--- config.mk ---
export PLATFORM = sky130hd
export DESIGN_NAME = tlv_tag_finder_top_flat
export DESIGN_NICKNAME = d
export VERILOG_FILES = /design/src/design/tlvtf_pkg.sv /design/src/design/tlvtf_byte_if.sv /design/src/design/tlvtf_res_if.sv /design/src/design/tlv_tag_finder_top.sv /design/src/flat_wrapper.sv
export SDC_FILE = /design/constraint.sdc
export NUM_CORES = 1
export LEC_CHECK = 0
export BUFFER_PORTS_ARGS = -buffer_cell sky130_fd_sc_hd__clkbuf_2
export CAP_MARGIN = 40
export CORE_ASPECT_RATIO = 1.75
export CORE_MARGIN = 10
export CORE_UTILIZATION = 62
export CTS_CLUSTER_DIAMETER = 60
export DETAILED_ROUTE_END_ITERATION = 8
export GPL_TIMING_DRIVEN = 1
export PLACE_DENSITY = 0.85
export REMOVE_ABC_BUFFERS = 1
export SYNTH_ARGS = -nofsm -noshare
export SYNTH_HDL_FRONTEND = slang
export SYNTH_SLANG_ARGS = --single-unit
--- constraint.sdc ---
create_clock -name i_clk -period 11.4 [get_ports i_clk]
set_input_delay 2.28 -clock i_clk [delete_from_list [all_inputs] [get_ports i_clk]]
set_output_delay 2.28 -clock i_clk [all_outputs]
set_load 0.02 [all_outputs]
--- src/design/tlvtf_pkg.sv ---
`timescale 1ns / 1ps
`default_nettype none
// ----------------------------------------------------------------------------
// TLV tag finder package
// Field widths, result status codes, register indexes and register reset
// values shared by the tag finder and its result channel interface.
// ----------------------------------------------------------------------------
package tlvtf_pkg;

    localparam int STATUS_W = 3;
    localparam int OFFS_W   = 16;
    localparam int LEN_W    = 16;
    localparam int ID_W     = 16;
    localparam int WORD_W   = 32;
    localparam int BLOB_W   = 17;
    localparam int ADDR_W   = 3;

    typedef logic [STATUS_W-1:0] t_status;
    typedef logic [ADDR_W-1:0]   t_cfg_addr;

    // Search outcome codes.
    localparam t_status ST_FOUND   = 3'd0;
    localparam t_status ST_BAD_HDR = 3'd1;
    localparam t_status ST_TERM    = 3'd2;
    localparam t_status ST_OVERRUN = 3'd3;
    localparam t_status ST_END     = 3'd4;

    // Register indexes on the write port.
    localparam t_cfg_addr CFG_MAGIC_PLAIN   = 3'd0;
    localparam t_cfg_addr CFG_MAGIC_PACKED  = 3'd1;
    localparam t_cfg_addr CFG_MAGIC_ALIGNED = 3'd2;
    localparam t_cfg_addr CFG_MAGIC_CRC     = 3'd3;
    localparam t_cfg_addr CFG_END_ID        = 3'd4;
    localparam t_cfg_addr CFG_WANTED_ID     = 3'd5;
    localparam t_cfg_addr CFG_BLOB_LEN      = 3'd6;

    // Register reset values.
    localparam logic [WORD_W-1:0] RST_MAGIC_PLAIN   = 32'h6472_6148;
    localparam logic [WORD_W-1:0] RST_MAGIC_PACKED  = 32'h524F_5A4C;
    localparam logic [WORD_W-1:0] RST_MAGIC_ALIGNED = 32'h0045_5244;
    localparam logic [WORD_W-1:0] RST_MAGIC_CRC     = 32'h7466_6F53;
    localparam logic [ID_W-1:0]   RST_END_ID        = 16'd0;
    localparam logic [ID_W-1:0]   RST_WANTED_ID     = 16'd0;
    localparam logic [BLOB_W-1:0] RST_BLOB_LEN      = 17'h1_0000;

    // Byte counts of the fixed header words.
    localparam logic [LEN_W-1:0] WORD_BYTES = 16'd4;
    localparam int               CRC_HDR_BYTES = 8;

endpackage
`default_nettype wire

--- src/design/tlvtf_byte_if.sv ---
`timescale 1ns / 1ps
`default_nettype none
// ----------------------------------------------------------------------------
// TLV tag finder byte channel
// Valid/ready stream that carries one blob byte and its start-of-blob flag.
// ----------------------------------------------------------------------------
interface tlvtf_byte_if;

    logic       valid;
    logic       ready;
    logic [7:0] data_byte;
    logic       first_byte;

    modport source (output valid, output data_byte, output first_byte, input ready);
    modport sink   (input valid, input data_byte, input first_byte, output ready);

endinterface
`default_nettype wire

--- src/design/tlvtf_res_if.sv ---
`timescale 1ns / 1ps
`default_nettype none
// ----------------------------------------------------------------------------
// TLV tag finder result channel
// Valid/ready stream that carries the outcome of one tag search.
// ----------------------------------------------------------------------------
interface tlvtf_res_if
    import tlvtf_pkg::*;
();

    logic              valid;
    logic              ready;
    t_status           search_status;
    logic [OFFS_W-1:0] body_offset;
    logic [LEN_W-1:0]  body_length;

    modport source (output valid, output search_status, output body_offset,
                    output body_length, input ready);
    modport sink   (input valid, input search_status, input body_offset,
                    input body_length, output ready);

endinterface
`default_nettype wire

--- src/design/tlv_tag_finder_top.sv ---
`timescale 1ns / 1ps
`default_nettype none
// ----------------------------------------------------------------------------
// TLV tag finder
// Walks a configuration blob byte by byte, checks its magic word, then
// follows the id/length headers until the wanted tag, the end marker, an
// overrun or the end of the blob settles the search.
// ----------------------------------------------------------------------------
// Usage:
//   Blob bytes enter on i_in in address order; first_byte marks byte zero and
//   restarts the search. Each search gives exactly one transaction on o_res,
//   and bytes after it are dropped until the next first_byte.
//   Registers are to be written through i_cfg_we/i_cfg_addr/i_cfg_data only
//   while the block is idle; the block itself does not enforce this.
// Timing:
//   One byte is accepted per cycle unless a result waiting on o_res stalls
//   the input. A byte is parsed while it sits in the input register, and the
//   result it settles is registered in the result register when the byte is
//   processed; it reaches o_res from there. The parse state update (one
//   saturating subtract and compare on the byte position) sets the rate.
// Reset and stall:
//   Reset restores the register defaults and starts in the magic phase, so a
//   first byte without the start flag still begins a blob. While a result
//   waits on o_res, one further byte is held in the input register; the
//   input then stalls until the result transaction completes.
// ----------------------------------------------------------------------------
module tlv_tag_finder_top
    import tlvtf_pkg::*;
#(
    parameter int MAX_BLOB_BYTES = 65536
) (
    input  wire               i_clk,
    input  wire               i_rst_n,
    input  wire               i_cfg_we,
    input  wire  [ADDR_W-1:0] i_cfg_addr,
    input  wire  [WORD_W-1:0] i_cfg_data,
    tlvtf_byte_if.sink        i_in,
    tlvtf_res_if.source       o_res
);

    localparam int POS_W = $clog2(MAX_BLOB_BYTES + 1);
    localparam int CMP_W = ((POS_W > BLOB_W) ? POS_W : BLOB_W) + 1;
    localparam logic [CMP_W-1:0] MAX_LEN = CMP_W'(MAX_BLOB_BYTES);

    typedef enum logic [2:0] {
        PH_MAGIC,
        PH_CRC,
        PH_HEADER,
        PH_SKIP,
        PH_DONE
    } t_phase;

    // Configuration registers.
    logic [WORD_W-1:0] r_magic_plain, r_magic_packed, r_magic_aligned, r_magic_crc;
    logic [ID_W-1:0]   r_end_id, r_wanted_id;
    logic [BLOB_W-1:0] r_blob_len;

    // Input register.
    logic       r_in_valid;
    logic [7:0] r_byte;
    logic       r_first;

    // Parse state.
    t_phase            r_phase, n_phase;
    logic [POS_W-1:0]  r_pos, n_pos;
    logic [WORD_W-1:0] r_word, n_word;
    logic [LEN_W-1:0]  r_skip, n_skip;
    logic              r_pad, n_pad;

    // Result register.
    logic              r_out_valid;
    t_status           r_status, n_status;
    logic [OFFS_W-1:0] r_offset, n_offset;
    logic [LEN_W-1:0]  r_length, n_length;
    logic              n_emit;

    logic w_adv, w_in_ready, w_proc;

    // Current state after an optional restart.
    t_phase            c_phase;
    logic [POS_W-1:0]  c_pos;
    logic [WORD_W-1:0] c_word;
    logic [LEN_W-1:0]  c_skip;
    logic              c_pad;

    logic [CMP_W-1:0]  w_blob_ext, w_eff, w_pos_inc, w_left;
    logic [WORD_W-1:0] w_shift;
    logic [LEN_W-1:0]  w_skip_dec, w_len, w_len_pad;
    logic [ID_W-1:0]   w_id;
    logic              w_hdr_end;

    assign w_adv      = !r_out_valid || o_res.ready;
    assign w_in_ready = !r_in_valid || w_adv;
    assign w_proc     = r_in_valid && w_adv;
    assign i_in.ready = w_in_ready;

    assign c_phase = r_first ? PH_MAGIC : r_phase;
    assign c_pos   = r_first ? '0 : r_pos;
    assign c_word  = r_first ? '0 : r_word;
    assign c_skip  = r_first ? WORD_BYTES : r_skip;
    assign c_pad   = r_first ? 1'b0 : r_pad;

    assign w_blob_ext = {{(CMP_W-BLOB_W){1'b0}}, r_blob_len};
    assign w_eff      = (w_blob_ext > MAX_LEN) ? MAX_LEN : w_blob_ext;
    assign w_pos_inc  = {{(CMP_W-POS_W){1'b0}}, c_pos} + CMP_W'(1);
    // Bytes still in the blob once this byte is consumed; zero if passed.
    assign w_left     = (w_eff > w_pos_inc) ? (w_eff - w_pos_inc) : '0;
    assign w_hdr_end  = (w_left <= CMP_W'(WORD_BYTES));

    assign w_shift    = {r_byte, c_word[WORD_W-1:8]};
    assign w_skip_dec = c_skip - LEN_W'(1);
    assign w_id       = w_shift[ID_W-1:0];
    assign w_len      = w_shift[WORD_W-1:ID_W];
    assign w_len_pad  = c_pad ? ((w_len + LEN_W'(3)) & 16'hFFFC) : w_len;

    always_comb begin
        n_phase  = c_phase;
        n_pos    = c_pos;
        n_word   = c_word;
        n_skip   = c_skip;
        n_pad    = c_pad;
        n_emit   = 1'b0;
        n_status = ST_FOUND;
        n_offset = '0;
        n_length = '0;

        unique case (c_phase)
            PH_MAGIC: begin
                if (w_eff < CMP_W'(WORD_BYTES)) begin
                    n_emit   = 1'b1;
                    n_status = ST_BAD_HDR;
                    n_phase  = PH_DONE;
                end else begin
                    n_word = w_shift;
                    n_pos  = w_pos_inc[POS_W-1:0];
                    n_skip = w_skip_dec;
                    if (w_skip_dec == '0) begin
                        if (w_shift == r_magic_packed || w_shift == r_magic_aligned
                                || w_shift == r_magic_plain) begin
                            n_pad = (w_shift != r_magic_packed) && (w_shift == r_magic_aligned);
                            if (w_hdr_end) begin
                                n_emit   = 1'b1;
                                n_status = ST_END;
                                n_phase  = PH_DONE;
                            end else begin
                                n_phase = PH_HEADER;
                                n_skip  = WORD_BYTES;
                            end
                        end else if (w_shift == r_magic_crc
                                && w_eff >= CMP_W'(CRC_HDR_BYTES)) begin
                            n_pad   = 1'b0;
                            n_phase = PH_CRC;
                            n_skip  = WORD_BYTES;
                        end else begin
                            n_emit   = 1'b1;
                            n_status = ST_BAD_HDR;
                            n_phase  = PH_DONE;
                        end
                    end
                end
            end
            PH_CRC, PH_SKIP: begin
                n_pos  = w_pos_inc[POS_W-1:0];
                n_skip = w_skip_dec;
                if (w_skip_dec == '0) begin
                    if (w_hdr_end) begin
                        n_emit   = 1'b1;
                        n_status = ST_END;
                        n_phase  = PH_DONE;
                    end else begin
                        n_phase = PH_HEADER;
                        n_skip  = WORD_BYTES;
                    end
                end
            end
            PH_HEADER: begin
                n_word = w_shift;
                n_pos  = w_pos_inc[POS_W-1:0];
                n_skip = w_skip_dec;
                if (w_skip_dec == '0) begin
                    if (w_id == r_end_id) begin
                        n_emit   = 1'b1;
                        n_status = ST_TERM;
                        n_phase  = PH_DONE;
                    end else if (w_left < {{(CMP_W-LEN_W){1'b0}}, w_len_pad}) begin
                        n_emit   = 1'b1;
                        n_status = ST_OVERRUN;
                        n_phase  = PH_DONE;
                    end else if (w_id == r_wanted_id) begin
                        n_emit   = 1'b1;
                        n_status = ST_FOUND;
                        n_offset = w_pos_inc[OFFS_W-1:0];
                        n_length = w_len_pad;
                        n_phase  = PH_DONE;
                    end else if (w_len_pad == '0) begin
                        // An empty body is skipped at once: the next header follows unless the blob ends.
                        if (w_hdr_end) begin
                            n_emit   = 1'b1;
                            n_status = ST_END;
                            n_phase  = PH_DONE;
                        end else begin
                            n_skip = WORD_BYTES;
                        end
                    end else begin
                        n_phase = PH_SKIP;
                        n_skip  = w_len_pad;
                    end
                end
            end
            PH_DONE: begin
            end
            default: begin
            end
        endcase
    end

    always_ff @(posedge i_clk) begin
        if (!i_rst_n) begin
            r_magic_plain   <= RST_MAGIC_PLAIN;
            r_magic_packed  <= RST_MAGIC_PACKED;
            r_magic_aligned <= RST_MAGIC_ALIGNED;
            r_magic_crc     <= RST_MAGIC_CRC;
            r_end_id        <= RST_END_ID;
            r_wanted_id     <= RST_WANTED_ID;
            r_blob_len      <= RST_BLOB_LEN;
        end else if (i_cfg_we) begin
            unique case (i_cfg_addr)
                CFG_MAGIC_PLAIN:   r_magic_plain   <= i_cfg_data;
                CFG_MAGIC_PACKED:  r_magic_packed  <= i_cfg_data;
                CFG_MAGIC_ALIGNED: r_magic_aligned <= i_cfg_data;
                CFG_MAGIC_CRC:     r_magic_crc     <= i_cfg_data;
                CFG_END_ID:        r_end_id        <= i_cfg_data[ID_W-1:0];
                CFG_WANTED_ID:     r_wanted_id     <= i_cfg_data[ID_W-1:0];
                CFG_BLOB_LEN:      r_blob_len      <= i_cfg_data[BLOB_W-1:0];
                default: begin
                end
            endcase
        end
    end

    always_ff @(posedge i_clk) begin
        if (w_in_ready) begin
            r_byte  <= i_in.data_byte;
            r_first <= i_in.first_byte;
        end
    end

    always_ff @(posedge i_clk) begin
        if (!i_rst_n) begin
            r_in_valid  <= 1'b0;
            r_out_valid <= 1'b0;
            r_phase     <= PH_MAGIC;
            r_pos       <= '0;
            r_word      <= '0;
            r_skip      <= WORD_BYTES;
            r_pad       <= 1'b0;
        end else begin
            if (w_in_ready) begin
                r_in_valid <= i_in.valid;
            end
            if (w_proc) begin
                r_phase <= n_phase;
                r_pos   <= n_pos;
                r_word  <= n_word;
                r_skip  <= n_skip;
                r_pad   <= n_pad;
            end
            if (w_proc && n_emit) begin
                r_out_valid <= 1'b1;
                r_status    <= n_status;
                r_offset    <= n_offset;
                r_length    <= n_length;
            end else if (o_res.ready) begin
                r_out_valid <= 1'b0;
            end
        end
    end

    assign o_res.valid         = r_out_valid;
    assign o_res.search_status = r_status;
    assign o_res.body_offset   = r_offset;
    assign o_res.body_length   = r_length;

    // A search that has given its result stays finished until a restart.
    assert property (@(posedge i_clk) disable iff (!i_rst_n)
        (w_proc && n_emit) |=> (r_phase == PH_DONE && r_out_valid))
        else $error("result given without finishing the search");

    // Only a found tag reports an offset or a length.
    assert property (@(posedge i_clk) disable iff (!i_rst_n)
        (r_out_valid && r_status != ST_FOUND) |-> (r_offset == '0 && r_length == '0))
        else $error("failed search reports a nonzero offset or length");

    // Every active phase still has bytes to count down.
    assert property (@(posedge i_clk) disable iff (!i_rst_n)
        (r_phase != PH_DONE) |-> (r_skip != '0))
        else $error("skip counter reached zero outside the done phase");

    // A new result only enters when the result register is free or drained.
    assert property (@(posedge i_clk) disable iff (!i_rst_n)
        (r_out_valid && !o_res.ready) |=> $stable(r_status) && r_out_valid)
        else $error("pending result overwritten");

endmodule
`default_nettype wire
--- src/flat_wrapper.sv ---
// flat-port wrapper written by rule: the top's interface ports become plain ports
module tlv_tag_finder_top_flat import tlvtf_pkg::*;
#(
    parameter int MAX_BLOB_BYTES = 65536
)
  (i_clk, i_rst_n, i_cfg_we, i_cfg_addr, i_cfg_data, i_in_valid, i_in_data_byte, i_in_first_byte, i_in_ready, o_res_valid, o_res_search_status, o_res_body_offset, o_res_body_length, o_res_ready);
  tlvtf_byte_if i_in_i ();
  tlvtf_res_if o_res_i ();
  input  wire i_clk;
  input  wire i_rst_n;
  input  wire i_cfg_we;
  input  wire  [ADDR_W-1:0] i_cfg_addr;
  input  wire  [WORD_W-1:0] i_cfg_data;
  input wire logic [$bits(i_in_i.valid)-1:0] i_in_valid;
  input wire logic [$bits(i_in_i.data_byte)-1:0] i_in_data_byte;
  input wire logic [$bits(i_in_i.first_byte)-1:0] i_in_first_byte;
  output wire logic [$bits(i_in_i.ready)-1:0] i_in_ready;
  output wire logic [$bits(o_res_i.valid)-1:0] o_res_valid;
  output wire logic [$bits(o_res_i.search_status)-1:0] o_res_search_status;
  output wire logic [$bits(o_res_i.body_offset)-1:0] o_res_body_offset;
  output wire logic [$bits(o_res_i.body_length)-1:0] o_res_body_length;
  input wire logic [$bits(o_res_i.ready)-1:0] o_res_ready;
  assign i_in_i.valid = i_in_valid;
  assign i_in_i.data_byte = i_in_data_byte;
  assign i_in_i.first_byte = i_in_first_byte;
  assign i_in_ready = i_in_i.ready;
  assign o_res_valid = o_res_i.valid;
  assign o_res_search_status = o_res_i.search_status;
  assign o_res_body_offset = o_res_i.body_offset;
  assign o_res_body_length = o_res_i.body_length;
  assign o_res_i.ready = o_res_ready;
  tlv_tag_finder_top #(.MAX_BLOB_BYTES(MAX_BLOB_BYTES)) u_core (.i_clk(i_clk), .i_rst_n(i_rst_n), .i_cfg_we(i_cfg_we), .i_cfg_addr(i_cfg_addr), .i_cfg_data(i_cfg_data), .i_in(i_in_i), .o_res(o_res_i));
endmodule
==> results.txt, run 1 <==
status - finished, final reports clean
remaining antenna violation count - 0
CP max stage delay - 0.70 ns
FF-to-FF path depth - 28
most used cell, CP - nand2_1
Area Overhead vs Synth - 8.226%
core area - 27230 sq um
DR vias/cell - 6.526
synthesized flop and latch total - 284
number of global-route vias before repair - 16228
worst endpoint required time - 11.61 ns
Cells after Synth - 2167
fill count - 2260
initial antenna violation count - 0
synth unique cells - 97
H-tree depth - 1
Final Hold Vio Count - 0
Clk pin slew, worst setup/hold paths - 0.07 ns
setup TNS - 0 ns
GRT overflow - 0
Startpoint Class - flip-flop
skew final - 0.01315 ns
Syn Std Cell Area - 17140 sq um
final hold slack - 0.4675 ns
Worst path top cell family by delay - simple AND/OR/NAND/NOR gates
hold_buf cts - 0
dominant synthesized flop cell - dfxtp_1
Async SR Flop Fraction - 0
root buf cell - clkbuf_16
VDD IR max - 0.1303 mV
CTS max path bufs - 3
WP depth - 28
layout cell share with drive strength beyond 1 - 0.09284
DPL Wire Length - 39540 um
sequential area share after synthesis - 0.3573
# Post-CTS Setup Buffers - 0
post-layout net count - 2229
Max Cap Violations - 0
Die Y - 240.0 um
die area - 34960 sq um
# clock sinks - 284
final WL - 55490 um
hold path cells - 2
DRT Pass-1 Iters - 6
Slew Limit Fails - 0
number of synthesized flops with an enable pin - 44
1st-iter DRT viols - 1537
Ys Warns - 0
Relative slew margins - 0.3331
crit path max fanout - 35
IO Pins - 86
Crit. Startpoint - u_core.r_first$_DFFE_PP_
post_cts resized - 0
type of the worst min-delay path - reg -> reg
Setup violations, final - 0
Leakage - 6.566 nW
slowest stage cell, crit path - a311o_1
Starting Density - 0.6296
Worst Path Buf+Inv - 2
Ant. Diodes - 0
power per cell area - 126.9 nW/um^2
global-route wire length before repair - 86670 um
minimum clock period - 7.379 ns
Total GRT Usage - 0.3052
achievable frequency - 0.1355 GHz
worst hold start - u_core.r_magic_aligned[23]$_SDFFE_PN0P_
worst setup path class - reg -> reg
clk_lat worst skew - 0.56 ns
# rows - 80
Crit Reg-Reg Startpoint - u_core.r_first$_DFFE_PP_
routed len/inst - 21.90 um
DR vias - 16536
CTS tree - built
Syn Area/Cell - 7.911 sq um
Least-Margin Pin Slew - 0.9990 ns
crit path DAT - 7.59 ns
clock buffers created by TritonCTS - 27
largest net degree at the start of global routing - 141
die width - 145.7 um
CP Capture Type - flip-flop
final worst-path cycle share - 0.6473
port bufs - 85
global placement routability congestion - 0.9649
RSZ-0062 raised after global routing - false
Post-route DRC - 0
-- power by group --
group / switching (W) / total, W / internal [W]
Combinational: 0.000197 / 0.000318 / 0.000121
Clock: 0.000417 / 0.000953 / 0.000536
Sequential: 0.0000434 / 0.00108 / 0.00104
Total: 0.000658 / 0.00235 / 0.00170
-- metal layers --
layer	up-vias	share of wire	GRT usage
li1	7625	-	-
met1	7822	0.35	0.3169
met2	812	0.50	0.5422
met3	277	0.065	0.03822
met4	0	0.087	0.2497
met5	-	0	0
-- cell families after synthesis --
kind of cell	Yosys count	share of synthesized area
simple gates	1007	0.2807
compound gates	500	0.2131
flops	284	0.3573
buf+inv	192	0.04547
xor+xnor	139	0.07102
fa+ha+maj	38	0.02774
mux	7	0.004598
-- cells in the mapped netlist, types with 34 or more instances --
library cell	number	area [sq um]
o21ai_0	60	300.3
edfxtp_1	44	1321
a21boi_0	129	968.4
nand3_1	70	350.3
o32ai_1	40	350.3
nor2_1	202	758.2
nand2_1	456	1712
a21oi_1	55	275.3
dfxtp_1	240	4805
clkbuf_1	117	439.2
nor2b_1	58	362.9
ha_1	34	425.4
nor4bb_1	48	480.5
xnor2_1	107	937.2
a31oi_1	57	356.6
nand4_1	37	231.5
-- final timing paths --
kind,end,slack (ns)
min,u_core.r_magic_aligned[23]$_SDFFE_PN0P_,0.47
min reg2reg,u_core.r_magic_aligned[23]$_SDFFE_PN0P_,0.47
max reg2reg,u_core.o_res.body_offset[13]$_SDFFCE_PP0P_,4.02
max,u_core.o_res.body_offset[13]$_SDFFCE_PP0P_,4.02
-- per-stage QoR --
step                setup slack, ns  area (sq um)  power [W]  utilization  cells
finish                        4.021         18550   0.002355       0.6814   2534
global route                  3.350         18550   0.002421       0.6814   2534
CTS                           4.098         18550   0.002344       0.6814   2534
detailed placement            4.126         17630   0.001413       0.6475   2485
global placement              4.311         17560   0.001403       0.6448   2480
floorplan                     2.222         16480   0.001292            -   2007
-- worst min-delay path: stages (launching register included) --
cell and delay, ns:
dfxtp_1 0.31, nand2_1 0.05, a21boi_0 0.06
-- cells in the final DEF (no fill, tap or decap), types with 11 or more instances in the layout --
master / synthesis / routed
nor2b_1: 58 / 58
and2_1: 28 / 28
a21boi_0: 129 / 129
nor2_1: 202 / 200
a22oi_1: 30 / 30
nand2b_1: 14 / 14
edfxtp_1: 44 / 44
inv_1: 32 / 32
o21ai_0: 60 / 60
a31oi_1: 57 / 57
clkbuf_16: 0 / 29
and3_1: 11 / 11
o32ai_1: 40 / 40
xnor2_1: 107 / 107
ha_1: 34 / 34
xor2_1: 32 / 32
nand2_1: 456 / 456
nor4bb_1: 48 / 48
buf_4: 4 / 19
nand4_1: 37 / 37
nor3_1: 27 / 25
nand3_1: 70 / 70
clkbuf_2: 1 / 84
a21oi_1: 55 / 55
dfxtp_1: 240 / 240
-- flip-flops by register name, indices dropped and copies added, names as in the netlist, 3 cells and up --
name / cells
u_core.r_magic_packed: 32
u_core.r_pos: 17
u_core.o_res.body_length: 16
u_core.r_skip: 16
u_core.r_phase: 3
u_core.o_res.body_offset: 16
u_core.r_word: 24
u_core.r_blob_len: 17
u_core.o_res.search_status: 3
u_core.r_magic_plain: 32
u_core.r_end_id: 16
u_core.r_wanted_id: 16
u_core.r_byte: 8
u_core.r_magic_aligned: 32
u_core.r_magic_crc: 32
-- final cells by class --
cell class | instances | area [sq um] | area share
Tap cell | 369 | 461.7 | 0.02489
Clock inverter | 13 | 132.6 | 0.007149
Multi-Input combinational cell | 1691 | 10260 | 0.5531
Clock buffer | 36 | 792.0 | 0.04269
Inverter | 32 | 120.1 | 0.006474
Sequential cell | 284 | 6126 | 0.3302
Timing Repair Buffer | 109 | 659.4 | 0.03554
(Power assumes the default switching activity.)
==> run 2, diff against run 1 <==
CORE_UTILIZATION = 56   (was 62)
PLACE_DENSITY = 0.81   (was 0.85)
clock period = 6.4 ns   (was 11.4 ns; I/O delays follow)
==> run 2 against run 1 <==
  * Die area grew 9.5%
  * Clock skew grew 0.0074 ns
  * First-iteration DRC count shrank 8.7%
  * Register-to-register slack lost 3.7 ns
  * Routed wire length grew 1.8%
  * Final cell count grew 1.9%
  * Critical path type unchanged
  * Count of clock-buffer cells in the layout grew 4
  * Fmax grew 21%
  * Hold slack lost 0.0017 ns
  * Clock power grew 80%
==> results.txt, run 2 (synthesis results as in run 1) <==
power per cell area - 224.6 nW/um^2 (+77%)
commonest non-fill, non-tap cell in the layout - nand2_1
setup TNS - 0 ns (unchanged)
IO Pins - 86 (unchanged)
routed len/inst - 21.89 um (about the same)
largest net degree at the start of global routing - 145 (+2.8%)
initial antenna violation count - 0 (unchanged)
Relative slew margins - 0.3476 (+0.01452)
multi-input logic area - 10330 sq um (+0.72%)
status - finished, final reports clean
clock buffers created by TritonCTS - 27 (unchanged)
CTS max path bufs - 3 (unchanged)
Final Hold Vio Count - 0 (unchanged)
H-tree depth - 1 (unchanged)
Startpoint Class - flip-flop
post-layout net count - 2257 (+1.3%)
type of the worst min-delay path - reg -> reg
die area - 38290 sq um (+9.5%)
skew final - 0.02054 ns (+0.007384 ns)
layout cell share with drive strength beyond 1 - 0.1126 (+0.01974)
worst endpoint required time - 6.72 ns (-4.89 ns)
CP Capture Type - flip-flop
1st-iter DRT viols - 1404 (-8.7%)
DRT Pass-1 Iters - 6 (unchanged)
CP endpoint - u_core.o_res.body_length[7]$_SDFFCE_PP0P_
Max Cap Violations - 0 (unchanged)
worst setup path class - reg -> reg
Util after Layout - 0.6265 (-0.05496)
remaining antenna violation count - 0 (unchanged)
CP max stage delay - 0.48 ns (-0.22 ns)
number of global-route vias before repair - 16400 (+1.1%)
Slew Limit Fails - 0 (unchanged)
Clk pin slew, worst setup/hold paths - 0.07 ns (about the same)
port bufs - 85 (unchanged)
clk_lat worst skew - 0.57 ns (about the same)
sequential cell area - 6127 sq um (about the same)
Area Overhead vs Synth - 10.23%
minimum clock period - 6.119 ns (-1.260 ns)
VDD IR max - 0.2539 mV (+95%)
crit path DAT - 6.44 ns (-1.15 ns)
# clock sinks - 284 (unchanged)
Leakage - 6.738 nW (+2.6%)
Crit. Startpoint - u_core.r_first$_DFFE_PP_
Total GRT Usage - 0.2809 (-0.02427)
FF-to-FF path depth - 29 (+3.6%)
core area - 30160 sq um (+11%)
Crit Reg-Reg Startpoint - u_core.r_first$_DFFE_PP_
crit path max fanout - 17 (-51%)
global placement routability congestion - 1.043 (+8.1%)
fill count - 2604 (+15%)
DR vias - 16481 (-0.33%)
CTS tree - built
final worst-path cycle share - 0.9562 (+0.3089)
die width - 152.3 um (+4.5%)
achievable frequency - 0.1634 GHz (+21%)
Ant. Diodes - 0 (unchanged)
slowest stage cell, crit path - edfxtp_1
GRT overflow - 0 (unchanged)
Starting Density - 0.5683 (-0.06132)
root buf cell - clkbuf_16
DR vias/cell - 6.386 (-2.1%)
Die Y - 251.5 um (+4.8%)
most frequent cells in the layout - 454 x nand2_1, 239 x dfxtp_1, 199 x nor2_1, 129 x a21boi_0, 107 x xnor2_1
final WL - 56500 um (+1.8%)
Post-route DRC - 0 (unchanged)
global-route wire length before repair - 88430 um (+2.0%)
# rows - 84 (+5.0%)
Least-Margin Pin Slew - 0.9772 ns (-0.02175 ns)
minimum setup slack among reg-to-reg paths - 0.28 ns (-3.74 ns)
DPL Wire Length - 39830 um (+0.75%)
Setup violations, final - 0 (unchanged)
Crit Reg-Reg Endpoint - u_core.o_res.body_length[7]$_SDFFCE_PP0P_
run 2: cell types whose count changed in the layout (fill, tap and decap cells not counted), moves of 3 or more:
cell,delta
a211oi_1,-3
a211oi_2,+3
buf_4,+28
clkinvlp_4,-3
run 2: worst min path at each step:
stage,startpoint,to,slack (ns),cells past startpoint
after floorplan,u_core.r_magic_aligned[13]$_SDFFE_PN0P_,u_core.r_magic_aligned[13]$_SDFFE_PN0P_,0.44,2
after global placement,u_core.r_magic_aligned[13]$_SDFFE_PN0P_,u_core.r_magic_aligned[13]$_SDFFE_PN0P_,0.45,2
after detailed placement,u_core.r_magic_aligned[23]$_SDFFE_PN0P_,u_core.r_magic_aligned[23]$_SDFFE_PN0P_,0.46,2
after CTS,u_core.r_magic_aligned[23]$_SDFFE_PN0P_,u_core.r_magic_aligned[23]$_SDFFE_PN0P_,0.47,2
after global routing,u_core.r_magic_aligned[13]$_SDFFE_PN0P_,u_core.r_magic_aligned[13]$_SDFFE_PN0P_,0.49,2
final,u_core.r_magic_aligned[23]$_SDFFE_PN0P_,u_core.r_magic_aligned[23]$_SDFFE_PN0P_,0.47,2
run 2: through the flow:
stage	power, W	worst slack (ns)	hold WS [ns]	instances	instance area (sq um)
after floorplan	0.002302	-2.778	0.4434	2007	16480
after global placement	0.002513	0.09741	0.4540	2524	17760
after detailed placement	0.002530	-0.1032	0.4583	2529	17830
after CTS	0.004234	0.03926	0.4670	2579	18780
after global routing	0.004387	-0.04525	0.4914	2581	18900
final	0.004245	0.2805	0.4658	2581	18900
run 2: what timing repair did:
| item | 4_1_cts | 5_1_grt |
|---|---|---|
| resized for setup | 2 | 23 |
| pin swaps | 0 | 3 |
| endpoints found under the setup margin | 35 | 83 |
| setup buffers | 0 | 1 |
| cloned | 0 | 1 |
| hold buffers | 0 | 0 |
run 2: cell type report:
| class | count | area share |
|---|---|---|
| clock buffers | 40 | 0.04403 |
| inverters | 32 | 0.006356 |
| multi-input cells | 1691 | 0.5469 |
| clock inverters | 10 | 0.005893 |
| flip-flops and latches | 284 | 0.3242 |
| repair buffers | 137 | 0.04694 |
| well taps | 387 | 0.02562 |
run 2: layer usage:
metal	vias up	track usage	routed length, um
li1	7676	-	-
met4	0	0.2175	4602
met3	257	0.03952	3368
met2	741	0.5019	28490
met1	7807	0.2908	20050
met5	-	0	0
run 2: critical path: cells and delay by family, from the launching register on:
kind	cells	cell delay [ns]
AO/OA/AOI/OAI	12	2.41
XOR/XNOR	1	0.13
adder cells (fa/ha/maj)	2	0.51
buffers and inverters	4	0.66
flip-flops	1	0.48
AND/OR/NAND/NOR	10	1.69
run 2: report_power, final:
group          internal, W  leakage (nW)  switching (W)
registers          0.00185          2.43      0.0000739
logic             0.000227          3.83       0.000368
clock network     0.000987         0.470       0.000737
